<file path="src/design/adsr_pkg.sv">
// Package for the linear ADSR envelope generator: widths, codes, register
// layout, shared structs and the level saturation helper.
// No dependencies.
package adsr_pkg;

   // Core widths
   localparam int TIME_WIDTH  = 24;
   localparam int LEVEL_WIDTH = 16;

   // Configuration port
   localparam int CSR_INDEX_W = 3;
   localparam int CSR_DATA_W  = (TIME_WIDTH > LEVEL_WIDTH) ? TIME_WIDTH : LEVEL_WIDTH;

   // Fraction wide enough to hold ONE = 2^LEVEL_WIDTH
   localparam int FRAC_W  = LEVEL_WIDTH + 1;
   localparam int MUL_A_W = (TIME_WIDTH > FRAC_W) ? TIME_WIDTH : FRAC_W;
   localparam int MUL_B_W = FRAC_W;
   localparam int MUL_P_W = MUL_A_W + MUL_B_W;

   localparam logic [FRAC_W-1:0]      LVL_ONE  = {1'b1, {LEVEL_WIDTH{1'b0}}};
   localparam logic [LEVEL_WIDTH-1:0] LVL_MAX  = '1;
   localparam logic [TIME_WIDTH-1:0]  TIME_MAX = '1;

   // Key event codes; the unused code acts as no event
   typedef enum logic [1:0] {
      EV_NONE    = 2'd0,
      EV_PRESS   = 2'd1,
      EV_RELEASE = 2'd2
   } key_event_type;

   typedef enum logic [2:0] {
      PH_IDLE    = 3'd0,
      PH_ATTACK  = 3'd1,
      PH_DECAY   = 3'd2,
      PH_SUSTAIN = 3'd3,
      PH_RELEASE = 3'd4
   } phase_type;

   typedef enum logic [CSR_INDEX_W-1:0] {
      REG_ATTACK_TICKS  = 3'd0,
      REG_ATTACK_STEP   = 3'd1,
      REG_DECAY_TICKS   = 3'd2,
      REG_DECAY_STEP    = 3'd3,
      REG_SUSTAIN_LEVEL = 3'd4,
      REG_RELEASE_TICKS = 3'd5,
      REG_RELEASE_STEP  = 3'd6
   } csr_index_type;

   typedef enum logic [1:0] {
      SEQ_IDLE      = 2'd0,
      SEQ_MUL_PROG  = 2'd1,
      SEQ_MUL_SCALE = 2'd2,
      SEQ_DONE      = 2'd3
   } seq_state_type;

   typedef struct packed {
      logic [TIME_WIDTH-1:0]  attack_ticks;
      logic [LEVEL_WIDTH-1:0] attack_step;
      logic [TIME_WIDTH-1:0]  decay_ticks;
      logic [LEVEL_WIDTH-1:0] decay_step;
      logic [LEVEL_WIDTH-1:0] sustain_level;
      logic [TIME_WIDTH-1:0]  release_ticks;
      logic [LEVEL_WIDTH-1:0] release_step;
   } cfg_type;

   // Request to the shared multiplier
   typedef struct packed {
      logic               en;
      logic [MUL_A_W-1:0] a;
      logic [MUL_B_W-1:0] b;
   } mul_req_type;

   // Saturate a value in 0..ONE to the level range
   function automatic logic [LEVEL_WIDTH-1:0] sat_level(logic [FRAC_W-1:0] v);
      return v[LEVEL_WIDTH] ? LVL_MAX : v[LEVEL_WIDTH-1:0];
   endfunction

endpackage

</file>
<file path="src/design/adsr_if.sv">
// Channel interfaces of the envelope generator: tick requests, level
// responses and configuration writes. Depends on adsr_pkg.
interface adsr_req_if import adsr_pkg::*; ();
   logic       valid;
   logic       ready;
   logic [1:0] key_event;

   modport source (output valid, output key_event, input ready);
   modport sink   (input valid, input key_event, output ready);
endinterface

interface adsr_rsp_if import adsr_pkg::*; ();
   logic                   valid;
   logic                   ready;
   logic [LEVEL_WIDTH-1:0] level;
   logic [2:0]             phase;

   modport source (output valid, output level, output phase, input ready);
   modport sink   (input valid, input level, input phase, output ready);
endinterface

interface adsr_csr_if import adsr_pkg::*; ();
   logic                   valid;
   logic                   ready;
   logic [CSR_INDEX_W-1:0] index;
   logic [CSR_DATA_W-1:0]  data;

   modport source (output valid, output index, output data, input ready);
   modport sink   (input valid, input index, input data, output ready);
endinterface

</file>
<file path="src/design/adsr_csr.sv">
// Configuration register file of the envelope generator.
// Depends on adsr_pkg and adsr_csr_if.
module adsr_csr import adsr_pkg::*; (
   input  logic       clock,
   input  logic       reset,
   adsr_csr_if.sink   csr_ch,
   output cfg_type    cfg
);

   cfg_type cfg_ff, cfg_in;

   // Writes are always accepted: ready is tied high
   assign csr_ch.ready = 1'b1;
   assign cfg          = cfg_ff;

   // Register decode; upper data bits are dropped, unknown indexes ignored
   always_comb begin
      cfg_in = cfg_ff;
      if (csr_ch.valid) begin
         unique case (csr_ch.index)
            REG_ATTACK_TICKS:  cfg_in.attack_ticks  = csr_ch.data[TIME_WIDTH-1:0];
            REG_ATTACK_STEP:   cfg_in.attack_step   = csr_ch.data[LEVEL_WIDTH-1:0];
            REG_DECAY_TICKS:   cfg_in.decay_ticks   = csr_ch.data[TIME_WIDTH-1:0];
            REG_DECAY_STEP:    cfg_in.decay_step    = csr_ch.data[LEVEL_WIDTH-1:0];
            REG_SUSTAIN_LEVEL: cfg_in.sustain_level = csr_ch.data[LEVEL_WIDTH-1:0];
            REG_RELEASE_TICKS: cfg_in.release_ticks = csr_ch.data[TIME_WIDTH-1:0];
            REG_RELEASE_STEP:  cfg_in.release_step  = csr_ch.data[LEVEL_WIDTH-1:0];
            default: ;
         endcase
      end
   end

   always_ff @(posedge clock) begin
      if (reset) begin
         cfg_ff.attack_ticks  <= '0;
         cfg_ff.attack_step   <= LVL_MAX;
         cfg_ff.decay_ticks   <= '0;
         cfg_ff.decay_step    <= LVL_MAX;
         cfg_ff.sustain_level <= LVL_MAX;
         cfg_ff.release_ticks <= '0;
         cfg_ff.release_step  <= LVL_MAX;
      end else begin
         cfg_ff <= cfg_in;
      end
   end

endmodule

</file>
<file path="src/design/adsr_mul.sv">
// Shared multiplier of the envelope generator, product registered.
// Depends on adsr_pkg.
module adsr_mul import adsr_pkg::*; (
   input  logic                clock,
   input  mul_req_type         mul_req,
   output logic [MUL_P_W-1:0]  product
);

   logic [MUL_P_W-1:0] prod_ff;

   assign product = prod_ff;

   // Product holds while no request is issued
   always_ff @(posedge clock) begin
      if (mul_req.en) begin
         prod_ff <= mul_req.a * mul_req.b;
      end
   end

endmodule

</file>
<file path="src/design/adsr_seq.sv">
// Sequencer of the envelope generator: phase and tick counter update, the
// two passes through the shared multiplier, and the response register.
// Depends on adsr_pkg, adsr_req_if and adsr_rsp_if.
module adsr_seq import adsr_pkg::*; (
   input  logic                clock,
   input  logic                reset,
   adsr_req_if.sink            req_ch,
   adsr_rsp_if.source          rsp_ch,
   input  cfg_type             cfg,
   output mul_req_type         mul_req,
   input  logic [MUL_P_W-1:0]  product
);

   seq_state_type          state_ff, state_in;
   phase_type              phase_ff, phase_in;
   logic [TIME_WIDTH-1:0]  elapsed_ff, elapsed_in;
   logic [FRAC_W-1:0]      prog_ff, prog_in;
   logic                   rsp_valid_ff, rsp_valid_in;
   logic [LEVEL_WIDTH-1:0] rsp_level_ff, rsp_level_in;
   phase_type              rsp_phase_ff, rsp_phase_in;

   // Tick update terms
   phase_type              ph_ev, ph_next;
   logic [TIME_WIDTH-1:0]  t_ev, t_inc, dur;
   logic                   timed;
   // Level terms
   logic [LEVEL_WIDTH-1:0] step_sel, lvl;
   logic [FRAC_W-1:0]      prog, scaled;

   assign req_ch.ready = (state_ff == SEQ_IDLE);
   assign rsp_ch.valid = rsp_valid_ff;
   assign rsp_ch.level = rsp_level_ff;
   assign rsp_ch.phase = rsp_phase_ff;

   // Key event, counter advance and phase timeout
   always_comb begin
      ph_ev = phase_ff;
      t_ev  = elapsed_ff;
      if (req_ch.key_event == EV_PRESS) begin
         ph_ev = PH_ATTACK;
         t_ev  = '0;
      end else if (req_ch.key_event == EV_RELEASE) begin
         ph_ev = PH_RELEASE;
         t_ev  = '0;
      end
      t_inc = (t_ev != TIME_MAX) ? t_ev + TIME_WIDTH'(1) : t_ev;
      dur     = '0;
      ph_next = ph_ev;
      timed   = 1'b1;
      unique case (ph_ev)
         PH_ATTACK: begin
            dur     = cfg.attack_ticks;
            ph_next = PH_DECAY;
         end
         PH_DECAY: begin
            dur     = cfg.decay_ticks;
            ph_next = PH_SUSTAIN;
         end
         PH_RELEASE: begin
            dur     = cfg.release_ticks;
            ph_next = PH_IDLE;
         end
         default: timed = 1'b0;
      endcase
   end

   // Step of the current phase
   always_comb begin
      unique case (phase_ff)
         PH_ATTACK:  step_sel = cfg.attack_step;
         PH_DECAY:   step_sel = cfg.decay_step;
         PH_RELEASE: step_sel = cfg.release_step;
         default:    step_sel = '0;
      endcase
   end

   // Progress clamp and scaled product
   assign prog   = (product > MUL_P_W'(LVL_ONE)) ? LVL_ONE : product[FRAC_W-1:0];
   assign scaled = product[LEVEL_WIDTH +: FRAC_W];

   // Level of the phase: attack from the clamped progress, decay and release from the second product
   always_comb begin
      unique case (phase_ff)
         PH_ATTACK:  lvl = sat_level(prog_ff);
         PH_DECAY:   lvl = sat_level(LVL_ONE - scaled);
         PH_SUSTAIN: lvl = cfg.sustain_level;
         PH_RELEASE: lvl = sat_level(scaled);
         default:    lvl = '0;
      endcase
   end

   // Next state and datapath control
   always_comb begin
      state_in     = state_ff;
      phase_in     = phase_ff;
      elapsed_in   = elapsed_ff;
      prog_in      = prog_ff;
      rsp_valid_in = rsp_valid_ff & ~rsp_ch.ready;
      rsp_level_in = rsp_level_ff;
      rsp_phase_in = rsp_phase_ff;
      mul_req.en   = 1'b0;
      mul_req.a    = MUL_A_W'(elapsed_ff);
      mul_req.b    = MUL_B_W'(step_sel);
      unique case (state_ff)
         SEQ_IDLE: begin
            if (req_ch.valid) begin
               if (timed && (t_inc > dur)) begin
                  phase_in   = ph_next;
                  elapsed_in = '0;
               end else begin
                  phase_in   = ph_ev;
                  elapsed_in = t_inc;
               end
               state_in = SEQ_MUL_PROG;
            end
         end
         SEQ_MUL_PROG: begin
            // progress = elapsed * step
            mul_req.en = 1'b1;
            state_in   = SEQ_MUL_SCALE;
         end
         SEQ_MUL_SCALE: begin
            // decay scales progress by 1-S, release scales S by 1-progress
            prog_in    = prog;
            mul_req.en = 1'b1;
            if (phase_ff == PH_RELEASE) begin
               mul_req.a = MUL_A_W'(cfg.sustain_level);
               mul_req.b = LVL_ONE - prog;
            end else begin
               mul_req.a = MUL_A_W'(prog);
               mul_req.b = LVL_ONE - FRAC_W'(cfg.sustain_level);
            end
            state_in = SEQ_DONE;
         end
         SEQ_DONE: begin
            if (!rsp_valid_ff || rsp_ch.ready) begin
               rsp_valid_in = 1'b1;
               rsp_level_in = lvl;
               rsp_phase_in = phase_ff;
               state_in     = SEQ_IDLE;
            end
         end
         default: state_in = SEQ_IDLE;
      endcase
   end

   // Control registers
   always_ff @(posedge clock) begin
      if (reset) begin
         state_ff     <= SEQ_IDLE;
         phase_ff     <= PH_IDLE;
         elapsed_ff   <= '0;
         rsp_valid_ff <= 1'b0;
      end else begin
         state_ff     <= state_in;
         phase_ff     <= phase_in;
         elapsed_ff   <= elapsed_in;
         rsp_valid_ff <= rsp_valid_in;
      end
   end

   // Payload registers
   always_ff @(posedge clock) begin
      prog_ff      <= prog_in;
      rsp_level_ff <= rsp_level_in;
      rsp_phase_ff <= rsp_phase_in;
   end

endmodule

</file>
<file path="src/design/adsr_envelope_generator.sv">
// Top level of the linear ADSR envelope generator.
// Depends on adsr_pkg, the channel interfaces, adsr_csr, adsr_mul, adsr_seq.
//
//   channel   direction  handshake     payload
//   req_ch    in         valid/ready   key_event[1:0]
//   rsp_ch    out        valid/ready   level[15:0], phase[2:0]
//   csr_ch    in         valid/ready   index[2:0], data[23:0]
//
// Each tick runs in four steps: accept with phase/counter update, two passes
// through the one shared multiplier (progress, then scaling), and the load of
// the response register. A new tick is accepted while a response still waits.
// A stalled response holds the sequencer in its last step until taken.
// Reset is synchronous: phase idle, counter zero, registers at defaults;
// no clearing pass. csr writes complete every cycle.
module adsr_envelope_generator import adsr_pkg::*; (
   input  logic        clock,
   input  logic        reset,
   adsr_req_if.sink    req_ch,
   adsr_rsp_if.source  rsp_ch,
   adsr_csr_if.sink    csr_ch
);

   cfg_type            cfg;
   mul_req_type        mul_req;
   logic [MUL_P_W-1:0] product;

   adsr_csr u_csr (
      .clock  (clock),
      .reset  (reset),
      .csr_ch (csr_ch),
      .cfg    (cfg)
   );

   adsr_mul u_mul (
      .clock   (clock),
      .mul_req (mul_req),
      .product (product)
   );

   adsr_seq u_seq (
      .clock   (clock),
      .reset   (reset),
      .req_ch  (req_ch),
      .rsp_ch  (rsp_ch),
      .cfg     (cfg),
      .mul_req (mul_req),
      .product (product)
   );

endmodule

</file>
<file path="src/flat_wrapper.sv">
// flat-port wrapper written by rule: the top's interface ports become plain ports
module adsr_envelope_generator_flat import adsr_pkg::*;
  (clock, reset, req_ch_valid, req_ch_key_event, req_ch_ready, rsp_ch_valid, rsp_ch_level, rsp_ch_phase, rsp_ch_ready, csr_ch_valid, csr_ch_index, csr_ch_data, csr_ch_ready);
  adsr_req_if req_ch_i ();
  adsr_rsp_if rsp_ch_i ();
  adsr_csr_if csr_ch_i ();
  input  logic clock;
  input  logic reset;
  input wire logic [$bits(req_ch_i.valid)-1:0] req_ch_valid;
  input wire logic [$bits(req_ch_i.key_event)-1:0] req_ch_key_event;
  output wire logic [$bits(req_ch_i.ready)-1:0] req_ch_ready;
  output wire logic [$bits(rsp_ch_i.valid)-1:0] rsp_ch_valid;
  output wire logic [$bits(rsp_ch_i.level)-1:0] rsp_ch_level;
  output wire logic [$bits(rsp_ch_i.phase)-1:0] rsp_ch_phase;
  input wire logic [$bits(rsp_ch_i.ready)-1:0] rsp_ch_ready;
  input wire logic [$bits(csr_ch_i.valid)-1:0] csr_ch_valid;
  input wire logic [$bits(csr_ch_i.index)-1:0] csr_ch_index;
  input wire logic [$bits(csr_ch_i.data)-1:0] csr_ch_data;
  output wire logic [$bits(csr_ch_i.ready)-1:0] csr_ch_ready;
  assign req_ch_i.valid = req_ch_valid;
  assign req_ch_i.key_event = req_ch_key_event;
  assign req_ch_ready = req_ch_i.ready;
  assign rsp_ch_valid = rsp_ch_i.valid;
  assign rsp_ch_level = rsp_ch_i.level;
  assign rsp_ch_phase = rsp_ch_i.phase;
  assign rsp_ch_i.ready = rsp_ch_ready;
  assign csr_ch_i.valid = csr_ch_valid;
  assign csr_ch_i.index = csr_ch_index;
  assign csr_ch_i.data = csr_ch_data;
  assign csr_ch_ready = csr_ch_i.ready;
  adsr_envelope_generator u_core (.clock(clock), .reset(reset), .req_ch(req_ch_i), .rsp_ch(rsp_ch_i), .csr_ch(csr_ch_i));
endmodule
</file>
<file path="config.mk">
export PLATFORM = sky130hd
export DESIGN_NAME = adsr_envelope_generator_flat
export DESIGN_NICKNAME = d
export VERILOG_FILES = /design/src/design/adsr_pkg.sv /design/src/design/adsr_if.sv /design/src/design/adsr_csr.sv /design/src/design/adsr_mul.sv /design/src/design/adsr_seq.sv /design/src/design/adsr_envelope_generator.sv /design/src/flat_wrapper.sv
export SDC_FILE = /design/constraint.sdc
export NUM_CORES = 2
export LEC_CHECK = 0
export BUFFER_PORTS_ARGS = -buffer_cell sky130_fd_sc_hd__buf_2
export CAP_MARGIN = 10
export CORE_MARGIN = 2
export CORE_UTILIZATION = 62
export CTS_BUF_LIST = sky130_fd_sc_hd__clkbuf_8
export CTS_CLUSTER_SIZE = 14
export DETAILED_ROUTE_END_ITERATION = 10
export GPL_TIMING_DRIVEN = 1
export PLACE_DENSITY = 0.78
export SKIP_CTS_REPAIR_TIMING = 1
export SYNTH_ARGS = -nofsm -noshare
export SYNTH_HDL_FRONTEND = slang
export SYNTH_HIERARCHICAL = 1
export SYNTH_SLANG_ARGS = --single-unit
</file>
<file path="constraint.sdc">
create_clock -name clock -period 11.2 [get_ports clock]
set_clock_uncertainty 0.15 [all_clocks]
set_input_delay 0.56 -clock clock [delete_from_list [all_inputs] [get_ports clock]]
set_output_delay 0.56 -clock clock [all_outputs]
set_load 0.005 [all_outputs]
</file>
# Word level (Yosys, flattened, before mapping)
# Cells that the tools add are included.
[word_totals]
rom_bits = 0
latch_bits = 0
memories = 0
ram_bits = 0
inputBits = 34
word_cells = 86
out_inout_bits = 22
ff_bits = 243
[classes]
n_lt_le_gt_ge = 2
addsub = 4
mul = 1
n_shift = 0
div_mod_pow = 0
n_eq_ne = 21
n_bitwise = 2
mux = 24
reduce_logical = 17
[op_table]
columns = ["operator", "count"]
rows = [
  ["2-to-1 mux 24 bit", 4],
  ["case mux 24 bit (3 select lines)", 1],
  ["case mux 16 bit (4 select lines)", 1],
  ["2-to-1 mux 16 bit", 3],
  ["case mux 16 bit (3 select lines)", 1],
  ["greater-than comparator 41 x 17 -> 1 bit, second input constant", 1],
  ["multiplier 24 x 17 -> 41 bit", 1],
  ["2-to-1 mux 41 bit", 1],
  ["2-to-1 mux 34 bit", 1],
  ["subtractor 17 bit, first input constant", 2],
  ["adder 24 x 1 -> 24 bit, second input constant", 1],
  ["greater-than comparator 24 bit", 1],
  ["!= test 24 bit, second input constant", 1],
  ["AND reduction 2 bit", 10],
  ["2-to-1 mux 17 bit", 1],
  ["subtractor 17 x 16 -> 17 bit, first input constant", 1],
  ["== test 3 x 2 -> 1 bit, second input constant", 5],
  ["== test 3 bit, second input constant", 5],
  ["== test 3 x 1 -> 1 bit, second input constant", 3],
  ["2-to-1 mux 3 bit", 3],
  ["case mux 3 bit (3 select lines)", 1],
  ["case mux 2 bit (4 select lines)", 1],
  ["== test 2 bit, second input constant", 3],
  ["== test 2 x 1 -> 1 bit, second input constant", 2],
  ["other kinds (12)", 17],
]

# Depth between registers and ports, before layout
[logic_depth]
ltp_word = 8
ltp_mapped = 37
mapped_depth_nobuf = 34

# Hierarchy
# Netlist, hierarchy kept.
[modules_own_cells]
columns = ["module", "area_per_inst_um2", "cells_per_inst", "instances"]
rows = [
  ["adsr_mul", 14646.5, 1616, 1],
  ["adsr_seq", 6145.9, 793, 1],
  ["adsr_csr", 5271.3, 495, 1],
]

# Least setup slack after synthesis
# OpenSTA, ideal clock, no wires.
[synth_path]
path_kind = "flip-flop to flip-flop"
from = "reg u_core.u_seq.phase_ff[2]"
to = "reg u_core.u_mul.prod_ff[37], in the netlist u_core/u_mul/product[37], data pin"
stages_incl_launch_ff = 35
t_arrival_ns = 8.694
setup_time_ns = 0.260
synth_period_minus_slack_ns = 9.104
required_time_ns = 10.790
setup_slack_ns = 2.096
cell_sequence = "dfxtp_1 > nor2b_1 > clkbuf_1 > nor2b_1 > clkbuf_1 > clkbuf_1 > clkbuf_1 > mux2i_1 > ha_1 > o21ai_0 > a31oi_1 > and3_1 > o211ai_1 > xor2_1 > o21ai_0 > clkbuf_1 > nand2_1 > fa_1 > fa_1 > inv_1 > fa_1 > fa_1 > fa_1 > inv_1 > fa_1 > inv_1 > ha_1 > a21o_1 > o21bai_4 > a2111oi_4 > nor2_2 > a21oi_2 > o31ai_1 > a221oi_2 > xnor2_1"
[synth_lines]
columns = ["item", "line", "text"]
rows = [
  ["start: declaration", "adsr_seq.sv:15", "phase_type phase_ff, phase_in;"],
  ["start signal: assignment", "adsr_seq.sv:156", "phase_ff <= phase_in;"],
  ["end signal: assignment", "adsr_mul.sv:16", "prod_ff <= mul_req.a * mul_req.b;"],
  ["end: declaration", "adsr_mul.sv:9", "logic [MUL_P_W-1:0] prod_ff;"],
]

==> results by group <==
Status
  – Status: finished clean

Min path
  – Worst hold path type: input port to flop

Yosys
  – Ys Warns: 6
  – Mapped Area: 26100 um^2
  – Fraction of registers with async set/reset: 0%
  – Avg Cell Area, Syn: 8.98 um^2
  – Syn nets: 3413
  – Yosys reg bits: 243
  – Post-synthesis cell count: 2904
  – Part of the Yosys area used for sequential elements: 21.6%
  – Ys flop type: dfxtp_1
  – Number of synthesized flops with an enable pin: 77
  – Synth cell types: 91

Power and ir drop
  – Clk network pwr share: 21.3%
  – Maximum VDD drop: roughly 0.15 mV
  – Net Sw Frac: 44.8%
  – Internal Power: approximately 0.0020 W
  – Sw Pwr: roughly 0.0016 W
  – Power Density: 133 nW/um^2
  – Comb pwr share: 45.9%
  – Sequential share of power: 32.7%
  – Leak Pwr: 13.0 nW

Placed design
  – DP HPWL: 54100 um
  – GPL Wtd Cong: 0.939
  – I/O Buffers: 54

Global routing
  – First-pass GRT wire length: ~110000 um
  – Total GRT Usage: 32.8%
  – Total gr overflow: 0
  – Initial antenna violation count: 2
  – Largest net degree at the start of global routing: 111
  – Number of global-route vias before repair: around 22000

Floorplanning
  – Rows: 75
  – Die height: approximately 210 um
  – Core area: 41800 um^2
  – Ports: 56
  – Initial Util: 62.4%
  – Die X: 209 um
  – Full die area: 43700 um^2

Drt
  – DRT Pass-1 Iters: 6
  – Vias per Instance: 6.04
  – Initial DRC count: 1926
  – Final wirelength: 71100 um
  – Routed WL per cell: 20.5 um
  – Antenna-violating nets left: 0
  – Residual DRC: 0
  – Vias post-DR: approximately 21000

Clock network
  – Worst-path clk slew: 60 ps
  – CTS tree: built
  – CTS Buffer Depth: 3
  – Clock sinks: 243
  – H-tree levels: 2
  – CTS root buf: clkbuf_8
  – Cts bufs inserted: 41
  – Clock Latency Late Sink: 560 ps

Timing
  – Final max-slew violation count: 0
  – Setup violators final: 0
  – Worst-margin pin slew: 1180 ps
  – Minimum clock period: roughly 10000 ps
  – Final Cycle Share: 91.5%
  – RSZ-0062 raised after global routing: false
  – Max-slew headroom: 21.1%
  – Setup TNS: 0 ps
  – Fmax: 0.0976 GHz
  – Final Hold Fails: 0

Layout
  – Antenna Cells: 0
  – Post-Route Utilization: between 60 and 70%
  – Nets: 3402
  – Layout cells sized above 1: between 7 and 8%
  – Layout Area Growth over Synthesis: 5.66%

Worst setup path
  – WP data arrival: 10400 ps
  – Req. time, crit path: approximately 11000 ps
  – CP Capture Type: flop
  – Slowest CP cell: nor2_1
  – CP most frequent cell: fa_1
  – CP max stage delay: 660 ps
  – Setup Crit Path Kind: flop to flop
  – Setup crit start kind: flop
  – Crit path max fanout: 19

Job
  – Max-Cap Viols: 0
[placed cells by master (no fill, tap or decap), types with 17 or more instances in the layout]
cell and n:
a21oi_1 52, and3_1 27, a22oi_1 18, fa_1 329, inv_1 438, a222oi_1 24
ha_1 145, buf_2 53, and2_1 161, a31oi_1 25, dfxtp_1 166, nor2_1 175
mux2i_1 150, edfxtp_1 77, o211ai_1 21, nand3_1 29, nand2b_1 111, xnor2_1 45
o21ai_0 92, nor3_1 19, a22o_1 17, xor2_1 34, a21o_1 27, clkbuf_8 52
buf_4 58, nand2_1 377
[sequential cells by signal (all words and copies together) (netlist names)]
signal and count:
u_core/u_seq/rsp_ch.valid 1, u_core/u_csr/cfg 136, u_core/u_seq/elapsed_ff 24, u_core/u_seq/phase_ff 3, u_core/u_seq/rsp_ch.level 16, u_core/u_seq/rsp_ch.phase 3
u_core/u_seq/prog_ff 17, u_core/u_seq/state_ff 2, u_core/u_mul/product 41
[power by group through the flow]
stage / sequential (W) / combinational (W) / clock [W]
5_1_grt: 0.00121 / 0.00182 / 0.000830
4_1_cts: 0.00120 / 0.00165 / 0.000793
6_report: 0.00120 / 0.00168 / 0.000782
3_5_place_dp: 0.00122 / 0.00164 / 0
3_3_place_gp: 0.00121 / 0.00161 / 0
2_1_floorplan: 0.00118 / 0.00111 / 0
[cell usage after synthesis (53+ instances only)]
| master | n | area share (%) |
|---|---|---|
| a21oi_1 | 53 | 1.0 |
| o21ai_0 | 97 | 1.9 |
| edfxtp_1 | 77 | 8.9 |
| mux2i_1 | 150 | 5.8 |
| nand2_1 | 377 | 5.4 |
| ha_1 | 146 | 7.0 |
| inv_1 | 422 | 6.1 |
| clkbuf_1 | 125 | 1.8 |
| nand2b_1 | 111 | 2.7 |
| dfxtp_1 | 166 | 13 |
| and2_1 | 161 | 3.9 |
| nor2_1 | 176 | 2.5 |
| fa_1 | 329 | 25 |
[cell type report]
type	count	area (um^2)
Timing Repair Buffer	111	701
Clock buffer	52	716
Sequential cell	243	5640
Tap cell	539	674
Clock inverter	22	104
Fill cell	3335	14200
Inverter	423	1590
Multi-Input combinational cell	2073	18100
[cells by family after synthesis]
logic type	Yosys count	share of synthesized area, %
AND/OR/NAND/NOR	997	18.8
buffers and inverters	588	9.11
adder cells (fa/ha/maj)	475	32.3
AO/OA/AOI/OAI	368	9.64
flip-flops	243	21.6
multiplexers	152	5.85
XOR/XNOR	80	2.69
other	1	0.0144
[path summary, 6_finish.rpt]
| check | startpoint | to | slack, ps | cells after the start |
|---|---|---|---|---|
| max | u_core/u_mul/product[16]$_DFFE_PP_ | u_core/u_mul/product[38]$_DFFE_PP_ | 950 | 30 |
| min | rsp_ch_ready | u_core/u_seq/rsp_ch.valid$_SDFF_PP0_ | 180 | 4 |
| max reg2reg | u_core/u_mul/product[16]$_DFFE_PP_ | u_core/u_mul/product[38]$_DFFE_PP_ | 950 | 30 |
| min reg2reg | u_core/u_csr/cfg[82]$_SDFFE_PP0P_ | u_core/u_csr/cfg[82]$_SDFFE_PP0P_ | 330 | 2 |
[per-stage QoR]
| step | instance area, um^2 | setup WS [ps] | cells | hold WS, ps | total power [W] |
|---|---|---|---|---|---|
| 2_1_floorplan | 26100 | 2100 | 2904 | 294 | 0.00229 |
| 3_3_place_gp | 26700 | 1330 | 3389 | 308 | 0.00282 |
| 3_5_place_dp | 26700 | 1140 | 3389 | 318 | 0.00286 |
| 4_1_cts | 27500 | 1080 | 3463 | 149 | 0.00364 |
| 5_1_grt | 27500 | 364 | 3463 | 187 | 0.00386 |
| 6_report | 27500 | 949 | 3463 | 178 | 0.00366 |
[metal layers]
| layer | routed length [um] | track usage, % | vias up |
|---|---|---|---|
| met2 | 35500 | 57.0 | 956 |
| met4 | 4070 | 17.6 | 2 |
| met5 | 7 | 0 | - |
| met1 | 26300 | 38.7 | 10400 |
| li1 | - | - | 9346 |
| met3 | 5260 | 5.83 | 263 |
[critical path, delay by kind of cell, from the launching register on]
kind | cells | cell delay [ps]
adder cells (fa/ha/maj) | 8 | 3720
AND/OR/NAND/NOR | 9 | 3150
AO/OA/AOI/OAI | 7 | 1710
flip-flops | 1 | 460
buffers and inverters | 3 | 440
XOR/XNOR | 2 | 210
multiplexers | 1 | 120
(Power assumes the default switching activity.)
